`config.mk`:
```
export PLATFORM = sky130hd
export DESIGN_NAME = convex_hull_gift_wrap_top
export DESIGN_NICKNAME = d
export VERILOG_FILES = /design/src/sv/cvh_pkg.sv /design/src/sv/cvh_ram.sv /design/src/sv/convex_hull_gift_wrap_top.sv
export SDC_FILE = /design/constraint.sdc
export NUM_CORES = 2
export LEC_CHECK = 0
export BUFFER_PORTS_ARGS = -buffer_cell sky130_fd_sc_hd__buf_4
export CORE_MARGIN = 10
export CORE_UTILIZATION = 50
export DETAILED_ROUTE_END_ITERATION = 8
export PLACE_DENSITY = 0.7
export SLEW_MARGIN = 20
export SYNTH_ARGS = -nofsm -noshare
export SYNTH_HDL_FRONTEND = slang
export SYNTH_SLANG_ARGS = --single-unit
```
`constraint.sdc`:
```
create_clock -name clock -period 33.7 [get_ports clock]
set_input_delay 6.74 -clock clock [delete_from_list [all_inputs] [get_ports clock]]
set_output_delay 6.74 -clock clock [all_outputs]
set_load 0.05 [all_outputs]
```
`src/sv/cvh_pkg.sv`:
```
// shared types, constants and status codes for the gift-wrap convex hull block
package cvh_pkg;

   localparam int COORD_BITS      = 16;
   localparam int MAX_POINTS_DEF  = 32;
   localparam int MIN_HULL_POINTS = 3;
   localparam int POINT_BITS      = 2 * COORD_BITS;
   localparam int DIFF_BITS       = COORD_BITS + 1;
   localparam int PROD_BITS       = 2 * DIFF_BITS;

   typedef logic signed [COORD_BITS-1:0] coord_type;
   typedef logic signed [DIFF_BITS-1:0]  diff_type;
   typedef logic signed [PROD_BITS-1:0]  prod_type;

   // x in the low half, y in the high half
   typedef struct packed {
      coord_type y;
      coord_type x;
   } point_type;

   typedef logic [1:0] status_type;

   localparam status_type STAT_OK    = 2'd0;
   localparam status_type STAT_FEW   = 2'd1;
   localparam status_type STAT_GUARD = 2'd2;

endpackage

```
`src/sv/cvh_ram.sv`:
```
// generic single write port ram with one registered read port
module cvh_ram #(
   parameter int WIDTH = 32,
   parameter int DEPTH = 32
) (
   input  logic                     clock,
   input  logic                     wr_en,
   input  logic [$clog2(DEPTH)-1:0] wr_addr,
   input  logic [WIDTH-1:0]         wr_data,
   input  logic [$clog2(DEPTH)-1:0] rd_addr,
   output logic [WIDTH-1:0]         rd_data
);

   logic [WIDTH-1:0] mem_ff [DEPTH];
   logic [WIDTH-1:0] rd_data_ff;

   always_ff @(posedge clock) begin
      if (wr_en) begin
         mem_ff[wr_addr] <= wr_data;
      end
      rd_data_ff <= mem_ff[rd_addr];
   end

   assign rd_data = rd_data_ff;

endmodule

```
`src/sv/convex_hull_gift_wrap_top.sv`:
```
// top level of the gift-wrap (jarvis march) convex hull block
// points load one per cycle; after the last point S_FIRST registers the first result when
//   the output is free; each vertex: S_CAND, S_CWAIT, S_MUL1/S_MUL2 per point, S_EMIT
// throughput: one run at a time; the hull scan is bound by the one shared multiplier
//   (two cross-product terms per scanned point) and the single read port of the point ram
// reset: synchronous active high, returns to loading with an empty store and no result pending
module convex_hull_gift_wrap_top #(
   parameter int MAX_POINTS = cvh_pkg::MAX_POINTS_DEF
) (
   input  logic        clock,
   input  logic        reset,
   // point input
   input  logic        req_tvalid,
   output logic        req_tready,
   input  logic [31:0] req_tdata,   // [15:0] point_x, [31:16] point_y
   input  logic        req_tlast,   // last_point
   // hull vertex output
   output logic        rsp_tvalid,
   input  logic        rsp_tready,
   output logic [31:0] rsp_tdata,   // [15:0] hull_x, [31:16] hull_y
   output logic        rsp_tlast,   // end_of_hull
   output logic [1:0]  rsp_tuser    // [1:0] hull_status
);

   localparam int IDX_W = (MAX_POINTS > 1) ? $clog2(MAX_POINTS) : 1;
   localparam int CNT_W = $clog2(MAX_POINTS + 1);

   // sequencer codes
   localparam logic [2:0] S_LOAD  = 3'd0;  // taking points
   localparam logic [2:0] S_FIRST = 3'd1;  // emit leftmost point or too-few status
   localparam logic [2:0] S_CAND  = 3'd2;  // read the starting candidate
   localparam logic [2:0] S_CWAIT = 3'd3;  // capture candidate, start scan at index 0
   localparam logic [2:0] S_MUL1  = 3'd4;  // first cross-product term
   localparam logic [2:0] S_MUL2  = 3'd5;  // second term, compare, maybe replace candidate
   localparam logic [2:0] S_EMIT  = 3'd6;  // advance to the chosen vertex and emit it

   logic [2:0]                state_ff, state_in;
   logic [CNT_W-1:0]          count_ff, count_in;      // stored points, saturates
   logic [CNT_W-1:0]          emitted_ff, emitted_in;  // results of the current run
   logic [IDX_W-1:0]          lm_idx_ff, lm_idx_in;
   cvh_pkg::point_type        lm_pt_ff, lm_pt_in;
   logic [IDX_W-1:0]          cur_idx_ff, cur_idx_in;
   cvh_pkg::point_type        cur_pt_ff, cur_pt_in;
   logic [IDX_W-1:0]          cand_idx_ff, cand_idx_in;
   cvh_pkg::point_type        cand_pt_ff, cand_pt_in;
   logic [IDX_W-1:0]          scan_ff, scan_in;
   cvh_pkg::point_type        q_pt_ff, q_pt_in;        // scanned point held for second term
   cvh_pkg::prod_type         prod_ff, prod_in;        // first cross-product term

   // output register
   logic                      rsp_tvalid_ff, rsp_tvalid_in;
   cvh_pkg::point_type        rsp_pt_ff, rsp_pt_in;
   logic                      rsp_last_ff, rsp_last_in;
   cvh_pkg::status_type       rsp_status_ff, rsp_status_in;

   // point store
   logic                      wr_en;
   logic [IDX_W-1:0]          rd_addr;
   logic [cvh_pkg::POINT_BITS-1:0] rd_data;
   cvh_pkg::point_type        rd_pt;
   cvh_pkg::point_type        in_pt;

   // shared multiplier
   cvh_pkg::diff_type         mul_a;
   cvh_pkg::diff_type         mul_b;
   cvh_pkg::prod_type         mul_p;

   logic                      out_free;
   logic                      req_beat;
   logic                      store_room;
   logic                      lm_better;
   logic [CNT_W-1:0]          cur_next;
   logic [IDX_W-1:0]          cand_start;
   logic                      scan_done;
   logic                      turn_right;
   logic                      same_pt;

   assign in_pt      = cvh_pkg::point_type'(req_tdata);
   assign rd_pt      = cvh_pkg::point_type'(rd_data);
   assign req_tready = (state_ff == S_LOAD);
   assign req_beat   = req_tvalid && req_tready;
   assign out_free   = !rsp_tvalid_ff || rsp_tready;
   assign store_room = (count_ff < CNT_W'(MAX_POINTS));
   assign wr_en      = req_beat && store_room;

   // leftmost point tracked while loading: smaller x, ties at smaller y, first one wins
   assign lm_better = (count_ff == '0) || (in_pt.x < lm_pt_ff.x) ||
                      ((in_pt.x == lm_pt_ff.x) && (in_pt.y < lm_pt_ff.y));

   // starting candidate is the index after the current vertex, wrapping at n
   assign cur_next   = CNT_W'(cur_idx_ff) + CNT_W'(1);
   assign cand_start = (cur_next == count_ff) ? '0 : cur_next[IDX_W-1:0];
   assign scan_done  = (CNT_W'(scan_ff) + CNT_W'(1) == count_ff);

   // operand select for the one multiplier:
   // first term (cand.x - cur.x) * (q.y - cur.y), second (cand.y - cur.y) * (q.x - cur.x)
   always_comb begin
      if (state_ff == S_MUL1) begin
         mul_a = cvh_pkg::diff_type'(cand_pt_ff.x) - cvh_pkg::diff_type'(cur_pt_ff.x);
         mul_b = cvh_pkg::diff_type'(rd_pt.y) - cvh_pkg::diff_type'(cur_pt_ff.y);
      end else begin
         mul_a = cvh_pkg::diff_type'(cand_pt_ff.y) - cvh_pkg::diff_type'(cur_pt_ff.y);
         mul_b = cvh_pkg::diff_type'(q_pt_ff.x) - cvh_pkg::diff_type'(cur_pt_ff.x);
      end
   end

   assign mul_p      = mul_a * mul_b;
   // cross product below zero: scanned point strictly right of current->candidate
   assign turn_right = (prod_ff < mul_p);
   assign same_pt    = (q_pt_ff == cand_pt_ff);

   // read address: candidate fetch, scan start, then one ahead during the second term
   always_comb begin
      case (state_ff)
         S_CAND:  rd_addr = cand_start;
         S_CWAIT: rd_addr = '0;
         S_MUL2:  rd_addr = scan_ff + IDX_W'(1);
         default: rd_addr = scan_ff;
      endcase
   end

   always_comb begin
      state_in      = state_ff;
      count_in      = count_ff;
      emitted_in    = emitted_ff;
      lm_idx_in     = lm_idx_ff;
      lm_pt_in      = lm_pt_ff;
      cur_idx_in    = cur_idx_ff;
      cur_pt_in     = cur_pt_ff;
      cand_idx_in   = cand_idx_ff;
      cand_pt_in    = cand_pt_ff;
      scan_in       = scan_ff;
      q_pt_in       = q_pt_ff;
      prod_in       = prod_ff;
      rsp_tvalid_in = rsp_tvalid_ff && !rsp_tready;
      rsp_pt_in     = rsp_pt_ff;
      rsp_last_in   = rsp_last_ff;
      rsp_status_in = rsp_status_ff;

      case (state_ff)
         S_LOAD: begin
            if (req_beat) begin
               if (store_room) begin
                  count_in = count_ff + CNT_W'(1);
                  if (lm_better) begin
                     lm_idx_in = count_ff[IDX_W-1:0];
                     lm_pt_in  = in_pt;
                  end
               end
               if (req_tlast) begin
                  state_in = S_FIRST;
               end
            end
         end
         S_FIRST: begin
            if (out_free) begin
               rsp_tvalid_in = 1'b1;
               if (count_ff < CNT_W'(cvh_pkg::MIN_HULL_POINTS)) begin
                  // too few points for a hull
                  rsp_pt_in     = '0;
                  rsp_last_in   = 1'b1;
                  rsp_status_in = cvh_pkg::STAT_FEW;
                  count_in      = '0;
                  state_in      = S_LOAD;
               end else begin
                  rsp_pt_in     = lm_pt_ff;
                  rsp_last_in   = 1'b0;
                  rsp_status_in = cvh_pkg::STAT_OK;
                  cur_idx_in    = lm_idx_ff;
                  cur_pt_in     = lm_pt_ff;
                  emitted_in    = CNT_W'(1);
                  state_in      = S_CAND;
               end
            end
         end
         S_CAND: begin
            cand_idx_in = cand_start;
            state_in    = S_CWAIT;
         end
         S_CWAIT: begin
            cand_pt_in = rd_pt;
            scan_in    = '0;
            state_in   = S_MUL1;
         end
         S_MUL1: begin
            prod_in  = mul_p;
            q_pt_in  = rd_pt;
            state_in = S_MUL2;
         end
         S_MUL2: begin
            if (!same_pt && turn_right) begin
               cand_idx_in = scan_ff;
               cand_pt_in  = q_pt_ff;
            end
            scan_in  = scan_ff + IDX_W'(1);
            state_in = scan_done ? S_EMIT : S_MUL1;
         end
         S_EMIT: begin
            if (out_free) begin
               rsp_tvalid_in = 1'b1;
               rsp_pt_in     = cand_pt_ff;
               cur_idx_in    = cand_idx_ff;
               cur_pt_in     = cand_pt_ff;
               if (cand_idx_ff == lm_idx_ff) begin
                  // wrapped back to the leftmost point
                  rsp_last_in   = 1'b1;
                  rsp_status_in = cvh_pkg::STAT_OK;
                  count_in      = '0;
                  emitted_in    = '0;
                  state_in      = S_LOAD;
               end else if (emitted_ff == CNT_W'(MAX_POINTS)) begin
                  // step guard: this is result MAX_POINTS+1
                  rsp_last_in   = 1'b1;
                  rsp_status_in = cvh_pkg::STAT_GUARD;
                  count_in      = '0;
                  emitted_in    = '0;
                  state_in      = S_LOAD;
               end else begin
                  rsp_last_in   = 1'b0;
                  rsp_status_in = cvh_pkg::STAT_OK;
                  emitted_in    = emitted_ff + CNT_W'(1);
                  state_in      = S_CAND;
               end
            end
         end
         default: begin
            state_in = S_LOAD;
         end
      endcase
   end

   always_ff @(posedge clock) begin
      if (reset) begin
         state_ff      <= S_LOAD;
         count_ff      <= '0;
         emitted_ff    <= '0;
         lm_idx_ff     <= '0;
         cur_idx_ff    <= '0;
         cand_idx_ff   <= '0;
         scan_ff       <= '0;
         rsp_tvalid_ff <= 1'b0;
      end else begin
         state_ff      <= state_in;
         count_ff      <= count_in;
         emitted_ff    <= emitted_in;
         lm_idx_ff     <= lm_idx_in;
         cur_idx_ff    <= cur_idx_in;
         cand_idx_ff   <= cand_idx_in;
         scan_ff       <= scan_in;
         rsp_tvalid_ff <= rsp_tvalid_in;
      end
   end

   // payload registers
   always_ff @(posedge clock) begin
      lm_pt_ff      <= lm_pt_in;
      cur_pt_ff     <= cur_pt_in;
      cand_pt_ff    <= cand_pt_in;
      q_pt_ff       <= q_pt_in;
      prod_ff       <= prod_in;
      rsp_pt_ff     <= rsp_pt_in;
      rsp_last_ff   <= rsp_last_in;
      rsp_status_ff <= rsp_status_in;
   end

   cvh_ram #(
      .WIDTH (cvh_pkg::POINT_BITS),
      .DEPTH (MAX_POINTS)
   ) u_point_ram (
      .clock   (clock),
      .wr_en   (wr_en),
      .wr_addr (count_ff[IDX_W-1:0]),
      .wr_data (req_tdata),
      .rd_addr (rd_addr),
      .rd_data (rd_data)
   );

   assign rsp_tvalid = rsp_tvalid_ff;
   assign rsp_tdata  = rsp_pt_ff;
   assign rsp_tlast  = rsp_last_ff;
   assign rsp_tuser  = rsp_status_ff;

   // result count of a run never passes the step guard
   a_emitted_bound: assert property (@(posedge clock) disable iff (reset)
      emitted_ff <= CNT_W'(MAX_POINTS))
      else $error("emitted count beyond step guard");

   // scan and candidate stay inside the stored set while wrapping
   a_scan_in_set: assert property (@(posedge clock) disable iff (reset)
      (state_ff == S_MUL1 || state_ff == S_MUL2) |->
         (CNT_W'(scan_ff) < count_ff) && (CNT_W'(cand_idx_ff) < count_ff))
      else $error("scan or candidate index outside stored points");

   // a guard or too-few status only ever closes a run
   a_status_last: assert property (@(posedge clock) disable iff (reset)
      (rsp_tvalid && rsp_tuser != cvh_pkg::STAT_OK) |-> rsp_tlast)
      else $error("error status on a beat that does not end the run");

   // a result is only created while the output register is free or draining
   a_no_overwrite: assert property (@(posedge clock) disable iff (reset)
      (rsp_tvalid && !rsp_tready) |=> $stable(rsp_tdata) && $stable(rsp_tuser))
      else $error("pending result overwritten");

endmodule

```
==> impl_metrics.csv <==
group,metric,value,unit
timing,fmax,0.0850,GHz
finish,mostFrequentLayoutCells,"edfxtp_1, nand2_1, inv_1, a21oi_1, fa_1",
finish,finish.net_count,5978,
cts,clock_path_buffers,3,
finish,syn2layout_area_growth,10.4,%
timing,timing.hold.ws,0.431,ns
cts,root_buffer,"clkbuf_16",
min_path,holdCritStartpoint,"u_point_ram.rd_data[7]",
worst_setup_path,r2r_cells,46,
timing,fin_crit,11.77,ns
logic_synthesis,synthCells,5418,
logic_synthesis,synth-seq-cells,1289,
cts,postCtsHoldBufs,0,
logic_synthesis,yosys_most_used_dff,"edfxtp_1",
finish,final_common_cell,"edfxtp_1",
grt,grt_pass1_wl,259,mm
logic_synthesis,async_flop_share,0,
min_path,hp-class,"reg -> reg",
min_path,whs_path_depth,0,
floorplanning,start_util,0.505,
timing,setup_viol,0,
power_and_ir_drop,switchingPower,1.18,mW
power_and_ir_drop,power-per-cell-area,57.3,mW/mm^2
worst_setup_path,cp-startpoint,"cand_pt_ff[0]",
floorplanning,chipWidth,382,um
placement,gp_congestion,0.932,
power_and_ir_drop,ir_worst_vdd,52.7,uV
timing,slew_violations,0,
cts,cts.sinks,1289,
power_and_ir_drop,swShare,0.283,
route,ant_nets,0,
finish,drive_gt1_frac,0.0862,
route,drt_wl_total,172,mm
logic_synthesis,synth.avg_cell_area,12.1,sq um
power_and_ir_drop,pwr-share-seq,0.440,
cts,post_cts_buffers,0,
worst_setup_path,arrival,12.14,ns
worst_setup_path,path_max_fanout,32,
timing,final.period_utilization,0.349,
power_and_ir_drop,p_comb_frac,0.208,
cts,cts_tree,"yes",
grt,grt-ovfl-total,0,
worst_setup_path,startpoint_type,"flop",
placement,port_buffers,73,
cts,clkSlewWorstSetupHoldPaths,0.06,ns
route,via_per_inst,5.93,
cts,clk_latency,0.79,ns
power_and_ir_drop,p_leak,26.3,nW
cts,postCtsResizedCells,0,
floorplanning,num_rows,132,
worst_setup_path,crit_type,"reg -> reg",
logic_synthesis,yosysTopAreaCell,"edfxtp_1",
timing,rsz0062_at_grt,"no",
grt,antenna_found_initial,16,
worst_setup_path,reg2reg_from,"cand_pt_ff[0]",
grt,grt_pass1_vias,42300,
floorplanning,die_area,0.146,sq mm
worst_setup_path,crit_required,34.08,ns
worst_setup_path,endpoint_kind,"flop",
timing,finClkSkew,0.0651,ns
timing,final.setup.tns,0,ns
logic_synthesis,yosysWarnings,0,
floorplanning,core,0.130,sq mm
worst_setup_path,critical-path-slowest-cell,"nor2_1",
logic_synthesis,synth_seq_area_share,0.580,
timing,final-hold-violation-count,0,
timing,relSlewSlack,0.184,
grt,grt_use_total,0.230,
logic_synthesis,syn-num-nets,5975,
timing,worst_pin_slew,1.22,ns
flow_run,drv_cap,0,
worst_setup_path,critPathMaxStageDelay,0.70,ns
power_and_ir_drop,p_int,2.98,mW
outcome,status,"complete, no violations",
logic_synthesis,synth_cell_types,90,
route,drt_iter0_markers,4335,
route,vias,43100,
logic_synthesis,synth_area,0.0656,sq mm
route,first_pass_iters,6,
grt,grt_max_degree,212,
logic_synthesis,synth_edf_count,1221,
placement,hpwl,107,mm
power_and_ir_drop,p_clk_frac,0.352,
logic_synthesis,synth_top_area_frac,0.559,
logic_synthesis,yosys-top-cells-area,"edfxtp_1, fa_1, nand2_1",
route,wl_per_cell,23.7,um
route,drc,0,
cts,cts_buffers,134,
cts,htree_num_levels,4,
floorplanning,die_h,382,um
floorplanning,ioPinCount,74,
## state kept, by name (all words and copies together), names as in the netlist, 3 cells and up
name                 flops
prod_ff                 34
scan_ff                  5
cand_idx_ff              5
u_point_ram.rd_data     32
lm_pt_ff                32
count_ff                 6
q_pt_ff                 32
emitted_ff               6
lm_idx_ff                5
rsp_tdata               32
cur_idx_ff               5
cand_pt_ff              32
u_point_ram.mem_ff    1024
state_ff                 3
cur_pt_ff               32
## kinds of logic (layout without fill, tap and decap cells)
kind of cell	Yosys count	after routing	share of synthesized area
and+or+nand+nor	1656	1656	0.109
DFF	1289	1289	0.580
AOI/OAI and AO/OA	1038	1038	0.110
buffers and inverters	753	858	0.0460
adders and majority gates	521	521	0.134
xor gates and xnor gates	143	143	0.0197
muxes	18	18	0.00286
other	0	2	0
## cell type report
| class | count | area (sq um) |
|---|---|---|
| fill | 10600 | 57500 |
| tap | 1742 | 2180 |
| antenna | 2 | 5.00 |
| clock inverter | 69 | 840 |
| timing repair buffer | 150 | 1190 |
| inverter | 470 | 1770 |
| sequential | 1289 | 38000 |
| multi-input combinational | 3376 | 24900 |
| clock buffer | 169 | 3520 |
## worst max-delay path, delay by kind of cell, from the launching register on
kind                     cells  cell delay (ns)
AO/OA/AOI/OAI               20             4.09
XOR/XNOR                     2             0.30
buffers and inverters        8             0.82
flip-flops                   1             0.40
AND/OR/NAND/NOR              5             1.18
adder cells (fa/ha/maj)     11             4.49
## path summary, 6_finish.rpt
path / to / slack (ns)
max: cand_pt_ff[17] / 21.93
min: q_pt_ff[7] / 0.43
max reg2reg: cand_pt_ff[17] / 21.93
min reg2reg: q_pt_ff[7] / 0.43
## layer usage
| metal | vias to the layer above | GRT usage | wire length (um) |
|---|---|---|---|
| met4 | 14 | 0.0917 | 6920 |
| li1 | 19300 | - | - |
| met3 | 424 | 0.0502 | 14600 |
| met2 | 1881 | 0.380 | 82800 |
| met1 | 21500 | 0.295 | 67600 |
| met5 | - | 0 | 89 |
## cells in the mapped netlist (31+ instances only)
| cell | count |
|---|---|
| xor2_1 | 34 |
| o22ai_1 | 103 |
| clkbuf_1 | 174 |
| a32oi_1 | 256 |
| xnor2_1 | 106 |
| dfxtp_1 | 68 |
| inv_1 | 469 |
| ha_1 | 220 |
| o21ai_0 | 91 |
| a22o_1 | 31 |
| buf_2 | 74 |
| a21oi_1 | 346 |
| edfxtp_1 | 1221 |
| fa_1 | 300 |
| nor4_2 | 31 |
| nand2b_1 | 32 |
| nor2b_1 | 38 |
| nand2_1 | 1120 |
| and2_1 | 34 |
| a21o_1 | 32 |
| nor2_1 | 240 |
## through the flow
step	instance area (sq um)	instances	total power [mW]	setup slack, ns	utilization
finish	72400	7267	4.15	21.93	0.557
global route	72400	7265	4.36	21.24	0.557
CTS	72400	7265	4.18	22.00	0.557
detailed placement	68100	7027	2.73	22.06	0.524
global placement	68100	7027	2.70	22.32	0.524
floorplan	65600	5418	2.49	22.35	-
## power by group through the flow
| stage | sequential, mW | combinational (mW) | clock [mW] |
|---|---|---|---|
| after floorplan | 1.86 | 0.632 | 0 |
| after global placement | 1.86 | 0.841 | 0 |
| after detailed placement | 1.86 | 0.868 | 0 |
| after CTS | 1.83 | 0.874 | 1.48 |
| after global routing | 1.83 | 0.987 | 1.55 |
| final | 1.83 | 0.865 | 1.46 |
(Power assumes the default switching activity.)
